<file path="config.mk">
export PLATFORM = sky130hd
export DESIGN_NAME = pia_front
export DESIGN_NICKNAME = d
export VERILOG_FILES = /design/src/rtl/core/pia_pkg.sv /design/src/rtl/core/pia_front.sv
export SDC_FILE = /design/constraint.sdc
export NUM_CORES = 1
export LEC_CHECK = 0
export BUFFER_PORTS_ARGS = -buffer_cell sky130_fd_sc_hd__buf_2
export CORE_MARGIN = 2
export CORE_UTILIZATION = 57
export DETAILED_ROUTE_END_ITERATION = 7
export PLACE_DENSITY = 0.82
export SLEW_MARGIN = 0
export SYNTH_ARGS = -nofsm -noshare
export SYNTH_HDL_FRONTEND = slang
export SYNTH_SLANG_ARGS = --single-unit
</file>
<file path="constraint.sdc">
create_clock -name clock -period 8.24 [get_ports clock]
set_input_delay 0.824 -clock clock [delete_from_list [all_inputs] [get_ports clock]]
set_output_delay 0.824 -clock clock [all_outputs]
set_load 0.05 [all_outputs]
</file>
<file path="src/rtl/core/pia_pkg.sv">
// Shared types, widths and codes for the pixelwise image ALU.
// No dependencies; every other file in rtl/core imports this package.
`default_nettype none
package pia_pkg;

   // Pixel format: signed fixed point, FRAC_W fraction bits in PIX_W bits
   localparam int PIX_W  = 32;
   localparam int FRAC_W = 16;

   // Square root of (b << FRAC_W): ROOT_W result bits, two radicand bits per step
   localparam int ROOT_W = (PIX_W + FRAC_W + 1) / 2;
   localparam int RAD_W  = 2 * ROOT_W;
   // Quotient of (magnitude << FRAC_W) over divisor: one quotient bit per step
   localparam int NUM_W  = PIX_W + FRAC_W;
   localparam int DEN_W  = (ROOT_W > PIX_W) ? ROOT_W : PIX_W;
   // Width of the value handed to saturation (product >> FRAC_W or quotient)
   localparam int PROD_W = 2 * PIX_W;
   localparam int QW     = ((PROD_W - FRAC_W) > NUM_W) ? (PROD_W - FRAC_W) : NUM_W;

   // start accepted -> rsp_valid: input reg, front, sqrt, divide, two back stages
   localparam int LATENCY = 4 + ROOT_W + NUM_W;

   localparam logic [PIX_W-1:0] PIX_MAX = {1'b0, {(PIX_W-1){1'b1}}};
   localparam logic [PIX_W-1:0] PIX_MIN = {1'b1, {(PIX_W-1){1'b0}}};

   typedef enum logic [3:0] {
      OP_ADD     = 4'd0,
      OP_SUB     = 4'd1,
      OP_MUL     = 4'd2,
      OP_DIV     = 4'd3,
      OP_OR      = 4'd4,
      OP_XOR     = 4'd5,
      OP_AND     = 4'd6,
      OP_MAX     = 4'd7,
      OP_REPLACE = 4'd8,
      OP_GT      = 4'd9,
      OP_LT      = 4'd10,
      OP_MIN     = 4'd11,
      OP_ZSCORE  = 4'd12
   } op_type;

   typedef enum logic [1:0] {
      ST_OK   = 2'd0,
      ST_OVF  = 2'd1,
      ST_DIVZ = 2'd2,
      ST_VAR  = 2'd3
   } status_type;

   typedef enum logic [1:0] {
      KIND_SIMPLE,
      KIND_MUL,
      KIND_QUOT
   } kind_type;

   typedef struct packed {
      logic signed [PIX_W-1:0] pixel_a;
      logic signed [PIX_W-1:0] pixel_b;
      logic signed [PIX_W-1:0] pixel_c;
   } req_type;

   typedef struct packed {
      logic signed [PIX_W-1:0] result_pixel;
      logic [1:0]              status;
   } rsp_type;

   // What the back end needs to finish a transaction
   typedef struct packed {
      kind_type         kind;
      logic             neg;
      logic [PIX_W-1:0] res;
      status_type       st;
      logic [PIX_W-1:0] mag_a;
      logic [PIX_W-1:0] mag_b;
   } side_type;

   typedef struct packed {
      side_type          side;
      logic [NUM_W-1:0]  num;
      logic [PIX_W-1:0]  den;
      logic              is_zs;
      logic [RAD_W-1:0]  rad;
      logic [ROOT_W-1:0] root;
      logic [ROOT_W+1:0] rem;
   } sq_type;

   typedef struct packed {
      side_type         side;
      logic [NUM_W-1:0] nq;
      logic [DEN_W-1:0] den;
      logic [DEN_W-1:0] rem;
   } dv_type;

endpackage
`default_nettype wire

</file>
<file path="src/rtl/core/pia_front.sv">
// Front stage: simple operations, operand magnitudes and special cases.
// Depends on pia_pkg.
`default_nettype none
module pia_front
   import pia_pkg::*;
(
   input  wire logic    clock,
   input  wire logic    reset,
   input  wire logic    in_vld,
   input  wire req_type in_req,
   input  wire op_type  op,
   output logic         out_vld,
   output sq_type       out_sq
);

   logic              vld_ff;
   sq_type            sq_ff;
   sq_type            sq_in;
   logic signed [PIX_W-1:0] a, b, c;
   logic signed [PIX_W:0]   sum, dif, zd;
   logic [PIX_W-1:0]  mag_a, mag_b, mag_d, one;
   logic              na, nb;

   always_comb begin
      a     = in_req.pixel_a;
      b     = in_req.pixel_b;
      c     = in_req.pixel_c;
      one   = PIX_W'(1) << FRAC_W;
      na    = (a != '0);
      nb    = (b != '0);
      sum   = (PIX_W+1)'(a) + (PIX_W+1)'(b);
      dif   = (PIX_W+1)'(a) - (PIX_W+1)'(b);
      zd    = (PIX_W+1)'(c) - (PIX_W+1)'(a);
      mag_a = a[PIX_W-1] ? PIX_W'(-a) : PIX_W'(a);
      mag_b = b[PIX_W-1] ? PIX_W'(-b) : PIX_W'(b);
      mag_d = zd[PIX_W] ? PIX_W'(-zd) : PIX_W'(zd);

      sq_in            = '0;
      sq_in.side.kind  = KIND_SIMPLE;
      sq_in.side.st    = ST_OK;
      sq_in.side.mag_a = mag_a;
      sq_in.side.mag_b = mag_b;
      sq_in.rad        = RAD_W'({b, {FRAC_W{1'b0}}});

      case (op)
         OP_ADD: begin
            if (sum[PIX_W] != sum[PIX_W-1]) begin
               sq_in.side.st  = ST_OVF;
               sq_in.side.res = sum[PIX_W] ? PIX_MIN : PIX_MAX;
            end else begin
               sq_in.side.res = sum[PIX_W-1:0];
            end
         end
         OP_SUB: begin
            if (dif[PIX_W] != dif[PIX_W-1]) begin
               sq_in.side.st  = ST_OVF;
               sq_in.side.res = dif[PIX_W] ? PIX_MIN : PIX_MAX;
            end else begin
               sq_in.side.res = dif[PIX_W-1:0];
            end
         end
         OP_MUL: begin
            sq_in.side.kind = KIND_MUL;
            sq_in.side.neg  = a[PIX_W-1] ^ b[PIX_W-1];
         end
         OP_DIV: begin
            if (!nb) begin
               sq_in.side.st  = ST_DIVZ;
               sq_in.side.res = !na ? '0 : (a[PIX_W-1] ? PIX_MIN : PIX_MAX);
            end else begin
               sq_in.side.kind = KIND_QUOT;
               sq_in.side.neg  = a[PIX_W-1] ^ b[PIX_W-1];
               sq_in.num       = {mag_a, {FRAC_W{1'b0}}};
               sq_in.den       = mag_b;
            end
         end
         OP_OR:      sq_in.side.res = (na || nb) ? one : '0;
         OP_XOR:     sq_in.side.res = (na != nb) ? one : '0;
         OP_AND:     sq_in.side.res = (na && nb) ? one : '0;
         OP_MAX:     sq_in.side.res = (a < b) ? b : a;
         OP_REPLACE: sq_in.side.res = nb ? b : a;
         OP_GT:      sq_in.side.res = (b < a) ? one : '0;
         OP_LT:      sq_in.side.res = (a < b) ? one : '0;
         OP_MIN:     sq_in.side.res = (b < a) ? b : a;
         OP_ZSCORE: begin
            if (!nb || b[PIX_W-1]) begin
               sq_in.side.st = ST_VAR;
            end else begin
               sq_in.side.kind = KIND_QUOT;
               sq_in.side.neg  = zd[PIX_W];
               sq_in.num       = {mag_d, {FRAC_W{1'b0}}};
               sq_in.is_zs     = 1'b1;
            end
         end
         default: sq_in.side.res = '0;
      endcase
   end

   always_ff @(posedge clock) begin
      if (reset) begin
         vld_ff <= 1'b0;
      end else begin
         vld_ff <= in_vld;
      end
      sq_ff <= sq_in;
   end

   assign out_vld = vld_ff;
   assign out_sq  = sq_ff;

endmodule
`default_nettype wire

</file>
After elaboration in Yosys (flattened, before gate mapping)
Cells that the tools add are included.

word-level totals
  memories = 0
  logic and storage cells = 73
  bits of input ports = 103
  ROM bits = 0
  register bits after elaboration = 215
  latch bits = 0
  memory bits (writable) = 0

cells by class
  $add $sub $neg = 6
  $lt $le $gt $ge = 2
  mux-type cells = 30
  eq/ne operators = 15
  shift-type cells = 0
  div/mod/pow operators = 0
  reduce and logical (&&, ||, !) cells = 8
  bitwise gates (word level) = 1
  multiply operators = 0

operator list
  kind                  number
  $mux W32              12
  $pmux W32 S11         1
  $neg A32 Y32          3
  $pmux W48 S2          1
  $mux W17              5
  $mux W80              1
  $sub A32 B32 Y33      2
  $lt A32 B32 Y1        2
  $reduce_bool A32 Y1   2
  $mux W48              1
  $mux W34              1
  $add A32 B32 Y33      1
  $eq A4 B4 Y1 const B  5
  $eq A4 B3 Y1 const B  4
  $pmux W3 S3           1
  $eq A4 B2 Y1 const B  2
  $pmux W2 S4           1
  $mux W3               2
  $eq A4 B1 Y1 const B  1
  $logic_not A4 Y1      1
  $mux W1               3
  $ne A1 B1 Y1          3
  $logic_or A1 B1 Y1    2
  $mux W2               1
  4 further kinds       4

Logic depth before layout (Yosys ltp)
  depth in word-level cells = 5
  depth in mapped cells = 17

Least setup slack after synthesis
OpenSTA, ideal clock, no wires.

  kind = input to register
  start = input port in_req[0] (netlist name)
  end = register sq_ff, in the netlist out_sq[178]
  buffers on the path = 0
  path slack = 3.912 ns
  library setup time = 0.060 ns
  stages on the path = 13
  data arrival time = 4.268 ns
  path through = inv_1 ha_1 fa_1 nand2b_1 a21oi_2 o311ai_1 a21o_1 or4_4 nor4_4 nand3b_2 or4_4 a2111o_1 nand2_1

RTL lines
  what                    line              source
  start: declaration      pia_front.sv:10   input wire req_type in_req,
  end signal: assignment  pia_front.sv:105  sq_ff <= sq_in;
  end: declaration        pia_front.sv:17   sq_type sq_ff;

==> impl_metrics.toml <==
[yosys]
synthAdderAreaFrac = 0.0919
synth_top_area_frac = 0.263
synthMuxAreaShare = 0.0114
synth_top_cells_by_area = "dfxtp_1 (26%), ha_1 (8.7%), xnor2_1 (8.0%), a21oi_1 (6.6%), o21ai_0 (5.7%)"
yosysSeqAreaShare = 0.263
yosysMostFrequentCell = "a21oi_1"
synth_area_leader_cell = "dfxtp_1"
synth-compound-area-share = 0.270
netlist_instances = 1963
synth_warnings = 0
synth_edf_count = 0
syn_avg_cell_area_sq_um = 7.67
synth_xor_area_frac = 0.0965
synth-simple-area-share = 0.164
synth_top_family_by_area = "compound AO/OA/AOI/OAI gates"
synth-seq-cells = 198
ys_async_sr_fraction = 0
synth_ff_type = "dfxtp_1"
synth_common_cells = "a21oi_1 (200), dfxtp_1 (198), o21ai_0 (173), nand2_1 (142), xnor2_1 (138)"
synth_cell_types = 90
syn-cell-area_sq_um = 15100

[timing]
hold_viol_final = 0
min_period_ns = 5.39
timing.hold.ws_ns = 0.530
max_slew_margin = 0.221
rsz0062_at_grt = "false"
fmax_mhz = 186
finalSetupViolCount = 0
tightest_slew_ns = 1.17
tns_ns = 0
fin_crit_sh = 0.654
report.final.slew_viol_count = 0

[floorplan]
start_util = 0.580
die_h_microns = 167
pin_count = 384
rows = 59
fp.dieW_microns = 167
dieArea_sq_um = 27700
core-area_sq_um = 26000

[clock_network]
cts-root-buf = "clkbuf_16"
cts_hold_buf = 0
cts_made_buffers = 17
cts_sinks = 198
path_clk_slew_ns = 0.08
h-tree-depth = 4
clockBufferDepth = 2
cts_tree = "yes"
cts_setup_buffers = 0
ctsResizeCount = 0

[placed_design]
place.gp.congestion = 0.973
dp_hpwl_microns = 44200
port_buffers = 301

[detailed_routing]
drcViolationCount = 0
viasPerCell = 6.24
ant_nets = 0
wl_microns = 57100
first_pass_iters = 6
post_drt_wl_per_cell_microns = 22.6
drtIter0Drc = 1812
vias = 15800

[finish]
nFillCells = 2329
nets = 2392
layout-drive-gt1-share = 0.178
final_core_util = 0.654
area.growth.synth_to_final_pct = 12.8

[grt]
grt_pass1_wl_microns = 85700
grt_pass1_vias = 14900
grt_max_degree = 47
grt_overflow_total = 0
grtUsageTotal = 0.395
grt_antenna_before_repair = 2

[setup_path]
max_stage_delay_ns = 0.67
cp_data_arrival_time_ns = 5.67
crit_buf_inv = 4
critPathMaxFanout = 35
start_kind = "input port"
cp_top_family = "compound AO/OA/AOI/OAI gates"
cp_common_cell = "inv_1"
crit_required_ns = 8.52
crit_chain = "buf_2 > inv_1 > ha_1 > inv_1 > nor3_1 > o41ai_1 > a211oi_1 > o31ai_1 > o31ai_2 > o21ai_4 > buf_4 > mux2i_1 > nor2_1 > a2111oi_0 > a21oi_1"
cp_slowest_cell = "o31ai_1"
end_kind = "flip-flop"
critical_path_class = "in -> reg"

[pwr]
p_leak_uw = 0.00778
irDropWorstVdd_mv = 0.157
powerDensity_nw_per_um2 = 187

[outcome]
status = "finished clean"

[min_path]
min_path_type = "in -> reg"

[run]
max-cap-violations = 0
routing by layer:
layer,up-vias,wire [microns],track usage
li1,7241,-,-
met1,7281,22000,0.498
met2,1092,26200,0.651
met3,183,5810,0.0684
met4,2,3160,0.200
met5,-,17,0
cells in the final DEF, fill, tap and decap left out, types with 6 or more instances in the layout:
cell type	n
nor3_1	32
o21ai_1	12
nand3_1	55
ha_1	105
o21bai_1	13
nand2_1	142
o21a_1	6
and2_1	26
o41ai_1	15
nor4_1	16
conb_1	82
a21oi_1	199
or3_1	11
a31oi_1	11
o31ai_1	56
o211ai_1	11
nand2b_1	17
buf_4	19
or2_2	6
buf_2	301
clkbuf_16	17
and3_1	26
xor2_1	28
nand4_1	18
mux2i_1	16
a2111oi_0	26
xnor2_1	138
dfxtp_1	198
o221ai_1	6
nor2b_1	10
a21o_1	37
o21ai_0	173
nor2_1	114
inv_1	119
a211oi_1	12
layout make-up:
class                   instances  area [sq um]  area share
multi-input cells            1524          9900       0.583
flip-flops and latches        198          3960       0.233
repair buffers                320          1650      0.0971
inverters                     120           450      0.0265
clock buffers                  19           443      0.0261
well taps                     335           419      0.0247
clock inverters                13           156     0.00921
diodes                          1          2.50    0.000147
logic make-up (layout without fill, tap and decap cells):
| group | Yosys count | in the layout |
|---|---|---|
| xor gates and xnor gates | 166 | 166 |
| adders and majority gates | 109 | 109 |
| buffers and inverters | 322 | 472 |
| DFF | 198 | 198 |
| AOI/OAI and AO/OA | 649 | 649 |
| muxes | 17 | 17 |
| other | 1 | 83 |
| and+or+nand+nor | 501 | 501 |
sequential cells by signal, indices dropped and copies added (netlist names):
name,cells
out_sq,197
out_vld,1
path summary, 6_finish.rpt:
check / slack (ns) / start / endpoint / cells past startpoint
worst min-delay path: 0.53 / reset / out_vld$_SDFF_PP0_ / 2
worst max-delay path: 2.85 / in_req[39] / out_sq[260]$_DFF_P_ / 15
where the power goes:
group / internal, uW / total [uW] / switching, uW
Clock: 418 / 870 / 452
Sequential: 1020 / 1040 / 19.3
Combinational: 357 / 1280 / 919
through the flow:
stage               area, sq um  instances  power [uW]  setup WS [ns]
CTS                       17000       2529        3170           2.99
floorplan                 15400       2044        2020           3.91
finish                    17000       2530        3190           2.85
detailed placement        16400       2497        2310           2.54
global route              17000       2529        3310           2.65
global placement          16400       2497        2300           2.72
Note: power is estimated with default switching activity, not from simulation.
