**src/rtl/core/pia_pkg.sv**
```systemverilog
// Shared types, widths and codes for the pixelwise image ALU.
// No dependencies; every other file in rtl/core imports this package.
`default_nettype none
package pia_pkg;

   // Pixel format: signed fixed point, FRAC_W fraction bits in PIX_W bits
   localparam int PIX_W  = 32;
   localparam int FRAC_W = 16;

   // Square root of (b << FRAC_W): ROOT_W result bits, two radicand bits per step
   localparam int ROOT_W = (PIX_W + FRAC_W + 1) / 2;
   localparam int RAD_W  = 2 * ROOT_W;
   // Quotient of (magnitude << FRAC_W) over divisor: one quotient bit per step
   localparam int NUM_W  = PIX_W + FRAC_W;
   localparam int DEN_W  = (ROOT_W > PIX_W) ? ROOT_W : PIX_W;
   // Width of the value handed to saturation (product >> FRAC_W or quotient)
   localparam int PROD_W = 2 * PIX_W;
   localparam int QW     = ((PROD_W - FRAC_W) > NUM_W) ? (PROD_W - FRAC_W) : NUM_W;

   // start accepted -> rsp_valid: input reg, front, sqrt, divide, two back stages
   localparam int LATENCY = 4 + ROOT_W + NUM_W;

   localparam logic [PIX_W-1:0] PIX_MAX = {1'b0, {(PIX_W-1){1'b1}}};
   localparam logic [PIX_W-1:0] PIX_MIN = {1'b1, {(PIX_W-1){1'b0}}};

   typedef enum logic [3:0] {
      OP_ADD     = 4'd0,
      OP_SUB     = 4'd1,
      OP_MUL     = 4'd2,
      OP_DIV     = 4'd3,
      OP_OR      = 4'd4,
      OP_XOR     = 4'd5,
      OP_AND     = 4'd6,
      OP_MAX     = 4'd7,
      OP_REPLACE = 4'd8,
      OP_GT      = 4'd9,
      OP_LT      = 4'd10,
      OP_MIN     = 4'd11,
      OP_ZSCORE  = 4'd12
   } op_type;

   typedef enum logic [1:0] {
      ST_OK   = 2'd0,
      ST_OVF  = 2'd1,
      ST_DIVZ = 2'd2,
      ST_VAR  = 2'd3
   } status_type;

   typedef enum logic [1:0] {
      KIND_SIMPLE,
      KIND_MUL,
      KIND_QUOT
   } kind_type;

   typedef struct packed {
      logic signed [PIX_W-1:0] pixel_a;
      logic signed [PIX_W-1:0] pixel_b;
      logic signed [PIX_W-1:0] pixel_c;
   } req_type;

   typedef struct packed {
      logic signed [PIX_W-1:0] result_pixel;
      logic [1:0]              status;
   } rsp_type;

   // What the back end needs to finish a transaction
   typedef struct packed {
      kind_type         kind;
      logic             neg;
      logic [PIX_W-1:0] res;
      status_type       st;
      logic [PIX_W-1:0] mag_a;
      logic [PIX_W-1:0] mag_b;
   } side_type;

   typedef struct packed {
      side_type          side;
      logic [NUM_W-1:0]  num;
      logic [PIX_W-1:0]  den;
      logic              is_zs;
      logic [RAD_W-1:0]  rad;
      logic [ROOT_W-1:0] root;
      logic [ROOT_W+1:0] rem;
   } sq_type;

   typedef struct packed {
      side_type         side;
      logic [NUM_W-1:0] nq;
      logic [DEN_W-1:0] den;
      logic [DEN_W-1:0] rem;
   } dv_type;

endpackage
`default_nettype wire

```
**src/rtl/core/pia_back.sv**
```systemverilog
// Back end: magnitude multiply, then saturation, sign and result register.
// Depends on pia_pkg.
`default_nettype none
module pia_back
   import pia_pkg::*;
(
   input  wire logic   clock,
   input  wire logic   reset,
   input  wire logic   in_vld,
   input  wire dv_type in_dv,
   output logic        out_vld,
   output rsp_type     out_rsp
);

   logic              m_vld_ff;
   side_type          m_side_ff;
   logic [NUM_W-1:0]  m_nq_ff;
   logic [PROD_W-1:0] m_prod_ff;
   logic [PROD_W-1:0] m_prod_in;

   logic              r_vld_ff;
   rsp_type           r_rsp_ff;
   rsp_type           r_rsp_in;
   logic [QW-1:0]     q;

   assign m_prod_in = PROD_W'(in_dv.side.mag_a) * PROD_W'(in_dv.side.mag_b);

   always_comb begin
      if (m_side_ff.kind == KIND_MUL) begin
         q = QW'(m_prod_ff >> FRAC_W);
      end else begin
         q = QW'(m_nq_ff);
      end
      r_rsp_in.result_pixel = m_side_ff.res;
      r_rsp_in.status       = m_side_ff.st;
      if (m_side_ff.kind != KIND_SIMPLE) begin
         r_rsp_in.status = ST_OK;
         if (m_side_ff.neg) begin
            if (q > QW'(PIX_MIN)) begin
               r_rsp_in.result_pixel = PIX_MIN;
               r_rsp_in.status       = ST_OVF;
            end else begin
               r_rsp_in.result_pixel = -q[PIX_W-1:0];
            end
         end else begin
            if (q > QW'(PIX_MAX)) begin
               r_rsp_in.result_pixel = PIX_MAX;
               r_rsp_in.status       = ST_OVF;
            end else begin
               r_rsp_in.result_pixel = q[PIX_W-1:0];
            end
         end
      end
   end

   always_ff @(posedge clock) begin
      if (reset) begin
         m_vld_ff <= 1'b0;
         r_vld_ff <= 1'b0;
      end else begin
         m_vld_ff <= in_vld;
         r_vld_ff <= m_vld_ff;
      end
      m_side_ff <= in_dv.side;
      m_nq_ff   <= in_dv.nq;
      m_prod_ff <= m_prod_in;
      r_rsp_ff  <= r_rsp_in;
   end

   assign out_vld = r_vld_ff;
   assign out_rsp = r_rsp_ff;

endmodule
`default_nettype wire

```
**config.mk**
```make
export PLATFORM = sky130hd
export DESIGN_NAME = pia_back
export DESIGN_NICKNAME = d
export VERILOG_FILES = /design/src/rtl/core/pia_pkg.sv /design/src/rtl/core/pia_back.sv
export SDC_FILE = /design/constraint.sdc
export NUM_CORES = 2
export LEC_CHECK = 0
export BUFFER_PORTS_ARGS = -buffer_cell sky130_fd_sc_hd__buf_2
export CORE_AREA = 8 8 352 217
export CTS_BUF_LIST = sky130_fd_sc_hd__clkbuf_8
export DETAILED_ROUTE_END_ITERATION = 6
export DIE_AREA = 0 0 360 225
export PLACE_DENSITY = 0.8
export SETUP_SLACK_MARGIN = 0.4
export SYNTH_ARGS = -nofsm -noshare
export SYNTH_HDL_FRONTEND = slang
export SYNTH_SLANG_ARGS = --single-unit
export TNS_END_PERCENT = 10
```
**constraint.sdc**
```tcl
create_clock -name clock -period 8.38 [get_ports clock]
set_input_delay 1.257 -clock clock [delete_from_list [all_inputs] [get_ports clock]]
set_output_delay 1.257 -clock clock [all_outputs]
set_load 0.01 [all_outputs]
```
# Yosys cells after proc, flatten, opt, wreduce, memory -nomap -nowiden
# Cells that the tools add are included.
# totals
register_bits	185
input_bits	216
output_inout_bits	35
word_cells	23
# classes
addsub	1
mul	1
order_cmp	2
eq_ne	1
n_mux	7
reduce_logical	1
# ops
operator	count
two-way mux 34 bit	2
multiplier 32 x 32 -> 64 bit	1
two-way mux 32 bit	2
> comparator 48 x 31 -> 1 bit, second input constant	1
> comparator 48 x 32 -> 1 bit, second input constant	1
two-way mux 48 bit	1
negator 32 bit	1
equality test 2 x 1 -> 1 bit, second input constant	1
two-way mux 1 bit	2
nonzero test 2 bit	1

# Logic depth before layout (Yosys ltp)
# depth
depth_word	6
mapped_depth	27

# Least setup slack after synthesis
# OpenSTA, ideal clock, no wires.
# synth_timing
path_kind	input -> register
start	input port in_dv[129] (netlist name)
end	register m_prod_ff[61]
setup_ns	0.132
arrival_time_ns	8.042
slack_ns	0.206
stages	26
n_path_buf	1
path_cell_list	clkbuf_1 and2_1 fa_1 inv_1 fa_1 inv_1 fa_1 inv_1 fa_1 inv_1 fa_1 fa_1 fa_1 inv_1 fa_1 inv_1 ha_1 a21oi_1 o211ai_1 a21o_1 a211o_1 o21ba_2 nor3_1 or3_1 nand4_1 or3b_2
# synth_via
elab_chain_len	1
# synth_rtl
item	line_no	text
from (decl)	pia_back.sv:10	input wire dv_type in_dv,
multiplier 32 x 32 -> 64 bit	pia_back.sv:26	assign m_prod_in = PROD_W'(in_dv.side.mag_a) * PROD_W'(in_dv.side.mag_b);
named net m_prod_in[61]	pia_back.sv:19	logic [PROD_W-1:0] m_prod_in;
to (signal assigned)	pia_back.sv:66	m_prod_ff <= m_prod_in;
to (decl)	pia_back.sv:18	logic [PROD_W-1:0] m_prod_ff;
# The timed path passes the listed nets, and every way through them passes these cells.
# A chain may end at the register's enable or synchronous reset.

# Worst setup path after layout
# layout_timing
start	input port in_dv[158] (netlist name)
end	register m_prod_ff[61]
# Same word-level chain as after synthesis.

==> results.env <==
POST_SYNTH_MUX_AREA_SHARE_PCT=1.22
CLOCK_LATENCY_LATE_SINK_PS=450
CRIT_PATH_CAPTURE_TYPE='register'
FIN_WORST_SKEW_PS=12.6
YOSYSWARNINGS=0
WHS_ENDPOINT='out_rsp[2]$_DFF_P_'
REG2REG_FROM='m_side_ff[99]$_DFF_P_'
TIMING.SLEW.HEADROOM_PCT=26.7
SYNTH-ASYNC-RESET-RATIO_PCT=0
GP_ROUTABILITY_CONGESTION=0.949
FINALWORSTSETUPSLACK_PS=403
EFFECTIVE_UTILIZATION_AT_FLOORPLAN_PCT=53.6
DRTPASS1ITERATIONS=6
FIRST_GLOBAL_VIAS=30703
PORTBUFFERS=186
CLK_TRANSITION_REPORTED_PATHS_PS=90
FINAL_CELL_MIX='inv_1, fa_1, and2_1'
YS_SEQ_ELEMENTS=169
R2R_SLACK_PS=3440
UNREPAIRED_SETUP_ENDPOINTS_AFTER_GLOBAL_ROUTING='yes'
HTREE_NUM_LEVELS=4
PLACEDCELLCOUNT=5306
YS_SEQ_AREA_SHARE_PCT=8.88
HOLDCRITPATHCLASS='reg -> reg'
STATUS='finished clean'
FINAL_CELL_COUNT_NO_FILL=5350
SYNTH_TOP_AREA_SHARE_PCT=47.0
GRT_OVERFLOW_TOTAL=0
HOLD_VIOLATION_COUNT_IN_THE_FINAL_REPORT=0
FINALNETCOUNT=5769
SYNTHTOPCELLSBYAREA='fa_1, and2_1, dfxtp_1'
POST_SYNTH_FA_HA_MAJ_AREA_FRACTION_PCT=55.6
CLOCK_TREE.ROOT_CELL='clkbuf_8'
CLOCK.FMAX_MHz=125
CRITPATHLAUNCHTYPE='primary input'
REG2REGPATHDEPTH=11
FINAL-SETUP-VIOL-COUNT=0
TIMING_MAX_TRANSITION_VIOLATIONS_FINAL=0
GRT_ANTENNA_BEFORE_REPAIR=5
DIE_WIDTH_UM=360
SYNTH_XOR_AREA_SHARE_PCT=1.15
WL_CELL_UM=19.8
REGISTER_AREA_UM2=3380
SYNTH_COMPOUND_AREA_SHARE_PCT=4.32
GRT_FIRST_PASS_WIRELENGTH_MM=167
SYN_AREA_UM2=38100
HOLD_PATH_DEPTH=2
POSTSYNTHAREAPERCELL_UM2=9.33
WORSTPATHARRIVAL_PS=8310
LARGEST_FAMILY_OF_LOGIC_CELLS_BY_SYNTHESIZED_AREA='adder cells'
LARGEST_NET_DEGREE_AT_THE_START_OF_GLOBAL_ROUTING=58
VIAS=29085
TRITONCTS='done'
CTS_BUFFER_DEPTH=2
MOSTFREQUENTLAYOUTCELL='inv_1'
ENDPOINT_OF_THE_WORST_SLACK_REG_TO_REG_TIMING_PATH='out_rsp[25]$_DFF_P_'
ANTENNA_LEFT=0
TIGHTESTPINTRANSITION_PS=1100
POST_SYNTH_INST_COUNT=4086
TIMING.MAX_CAP.VIOLATIONS=0
HOLD_PATH.STARTPOINT='m_side_ff[66]$_DFF_P_'
SYNTH_EDF_COUNT=0
ROUTED_WL_MM=106
DRT-INITIAL-DRC-COUNT=2645
CRIT_TYPE='in -> reg'
HOLDBUFCOUNTCTS=0
PLACE_HPWL_MM=89.1
DRC=0
N_FILL_CELL=5704
FIN_CRIT_PS=7980
LAYOUT-DRIVE-GT1-SHARE_PCT=14.4
ROUTE.DETAILED.VIAS_PER_INST=5.44
SYNTHTOLAYOUTAREAGROWTH_PCT=13.2
DIE_Y_UM=225
MAPPEDNETLISTNETS=5458
CORE_AREA_UM2=71000
MULTI_INPUT_AREA_UM2=30900
CLOCK_SINK_COUNT=169
DESIGN.DIE.AREA_UM2=81000
TOP_LEVEL_PORTS=251
SYNTH_SIMPLE_GATE_AREA_SHARE_PCT=17.8
CP.REQUIRED_PS=8720
TIMING.FINAL.CRIT_SHARE_PCT=95.2
CRIT_FANOUT=14
PLACEMENT.SETUP.WORST_SLACK_PS=-504
SYNTH_TOP_CELL_BY_AREA='fa_1'
CTS-BUFFERS-INSERTED=17
FLOORPLAN.ROWS=76
YOSYS.CELL_TYPES.COUNT=80
GRT_USE_TOTAL_PCT=26.0
YS_DOMINANT_REG_CELL='dfxtp_1'
-- cell usage after synthesis (all sizes together) (3+ instances only) --
cell     instances
a311oi           3
o21a             6
o32a             5
a2111oi          3
nand2          468
or2              4
and4             5
o21bai           6
nor4            12
mux2i           38
or3             17
nand2b          11
inv            892
xor2            19
xnor2           31
dfxtp          169
o211ai           5
a21oi          102
a21o            19
fa             895
a31oi           20
ha             261
o21ai           58
nor2            82
nor3            14
buf             11
nor3b            3
clkbuf         206
and2           609
a21boi           3
and3             8
nand3           17
nor2b           14
nand4           20
o22a             5
mux2             7
o31ai            5
-- area by class of cell --
| class | instances | share of cell area [%] |
|---|---|---|
| Timing Repair Buffer | 509 | 9.23 |
| Sequential cell | 169 | 7.85 |
| Multi-Input combinational cell | 2808 | 71.5 |
| Tap cell | 936 | 2.72 |
| Clock inverter | 12 | 0.235 |
| Antenna cell | 4 | 0.0232 |
| Inverter | 892 | 7.76 |
| Clock buffer | 20 | 0.638 |
-- per-layer routing --
metal | GRT usage (%) | routed length [um] | vias to the layer above
met2 | 38.9 | 46400 | 1654
met3 | 6.94 | 13100 | 179
met1 | 37.2 | 43700 | 14593
met4 | 7.58 | 2860 | 2
met5 | 0.594 | 65 | -
li1 | - | - | 12657
-- cells by family after synthesis --
| logic type | Yosys count |
|---|---|
| compound gates | 264 |
| xor+xnor | 50 |
| fa+ha+maj | 1156 |
| buf+inv | 1109 |
| flops | 169 |
| mux | 45 |
| simple gates | 1293 |
-- sequential cells by signal, indices dropped and copies added (netlist names) --
signal and count:
out_rsp 34, m_nq_ff 48, out_vld 1, m_side_ff 37, m_vld_ff 1, m_prod_ff 48
-- critical path, stage by stage --
cell	delay, ps
buf_6	150
buf_4	190
and2_1	170
fa_1	520
fa_1	480
fa_1	510
inv_1	60
fa_1	540
inv_1	50
fa_1	460
fa_1	520
fa_1	540
inv_2	50
fa_1	530
inv_2	50
ha_4	220
a21oi_2	140
o211ai_1	110
buf_4	160
a21o_1	170
a211o_1	250
o21ba_4	280
nor3_4	70
or3_4	350
nand4_1	90
or3b_4	360
-- timing repair --
action                                  in CTS  in global routing
pin swaps                                    5                 51
cloned                                       0                  6
gates resized for setup                     62                118
endpoints found under the setup margin      23                 23
setup buffers                                0                  2
-- how the worst max path moves through the flow --
stage	start	endpoint	slack (ps)	depth (start not counted)
after floorplan	in_dv[167]	m_prod_ff[61]$_DFF_P_	400	23
after global placement	in_dv[159]	m_prod_ff[61]$_DFF_P_	-400	25
after detailed placement	in_dv[158]	m_prod_ff[61]$_DFF_P_	-500	23
after CTS	in_dv[160]	m_prod_ff[48]$_DFF_P_	390	25
after global routing	in_dv[160]	m_prod_ff[61]$_DFF_P_	260	27
final	in_dv[158]	m_prod_ff[61]$_DFF_P_	400	26
-- per-stage QoR --
stage,hold slack (ps),util (%),setup TNS (ps),cell area [um2]
2_1_floorplan,401,-,0,38200
3_3_place_gp,409,59.1,-3710,42000
3_5_place_dp,410,59.1,-6200,42000
4_1_cts,432,59.9,0,42500
5_1_grt,447,60.7,0,43100
6_report,433,60.7,0,43100
Power is not shown: default switching activity piles up to over one toggle a cycle in this logic, so the estimate is an artifact.
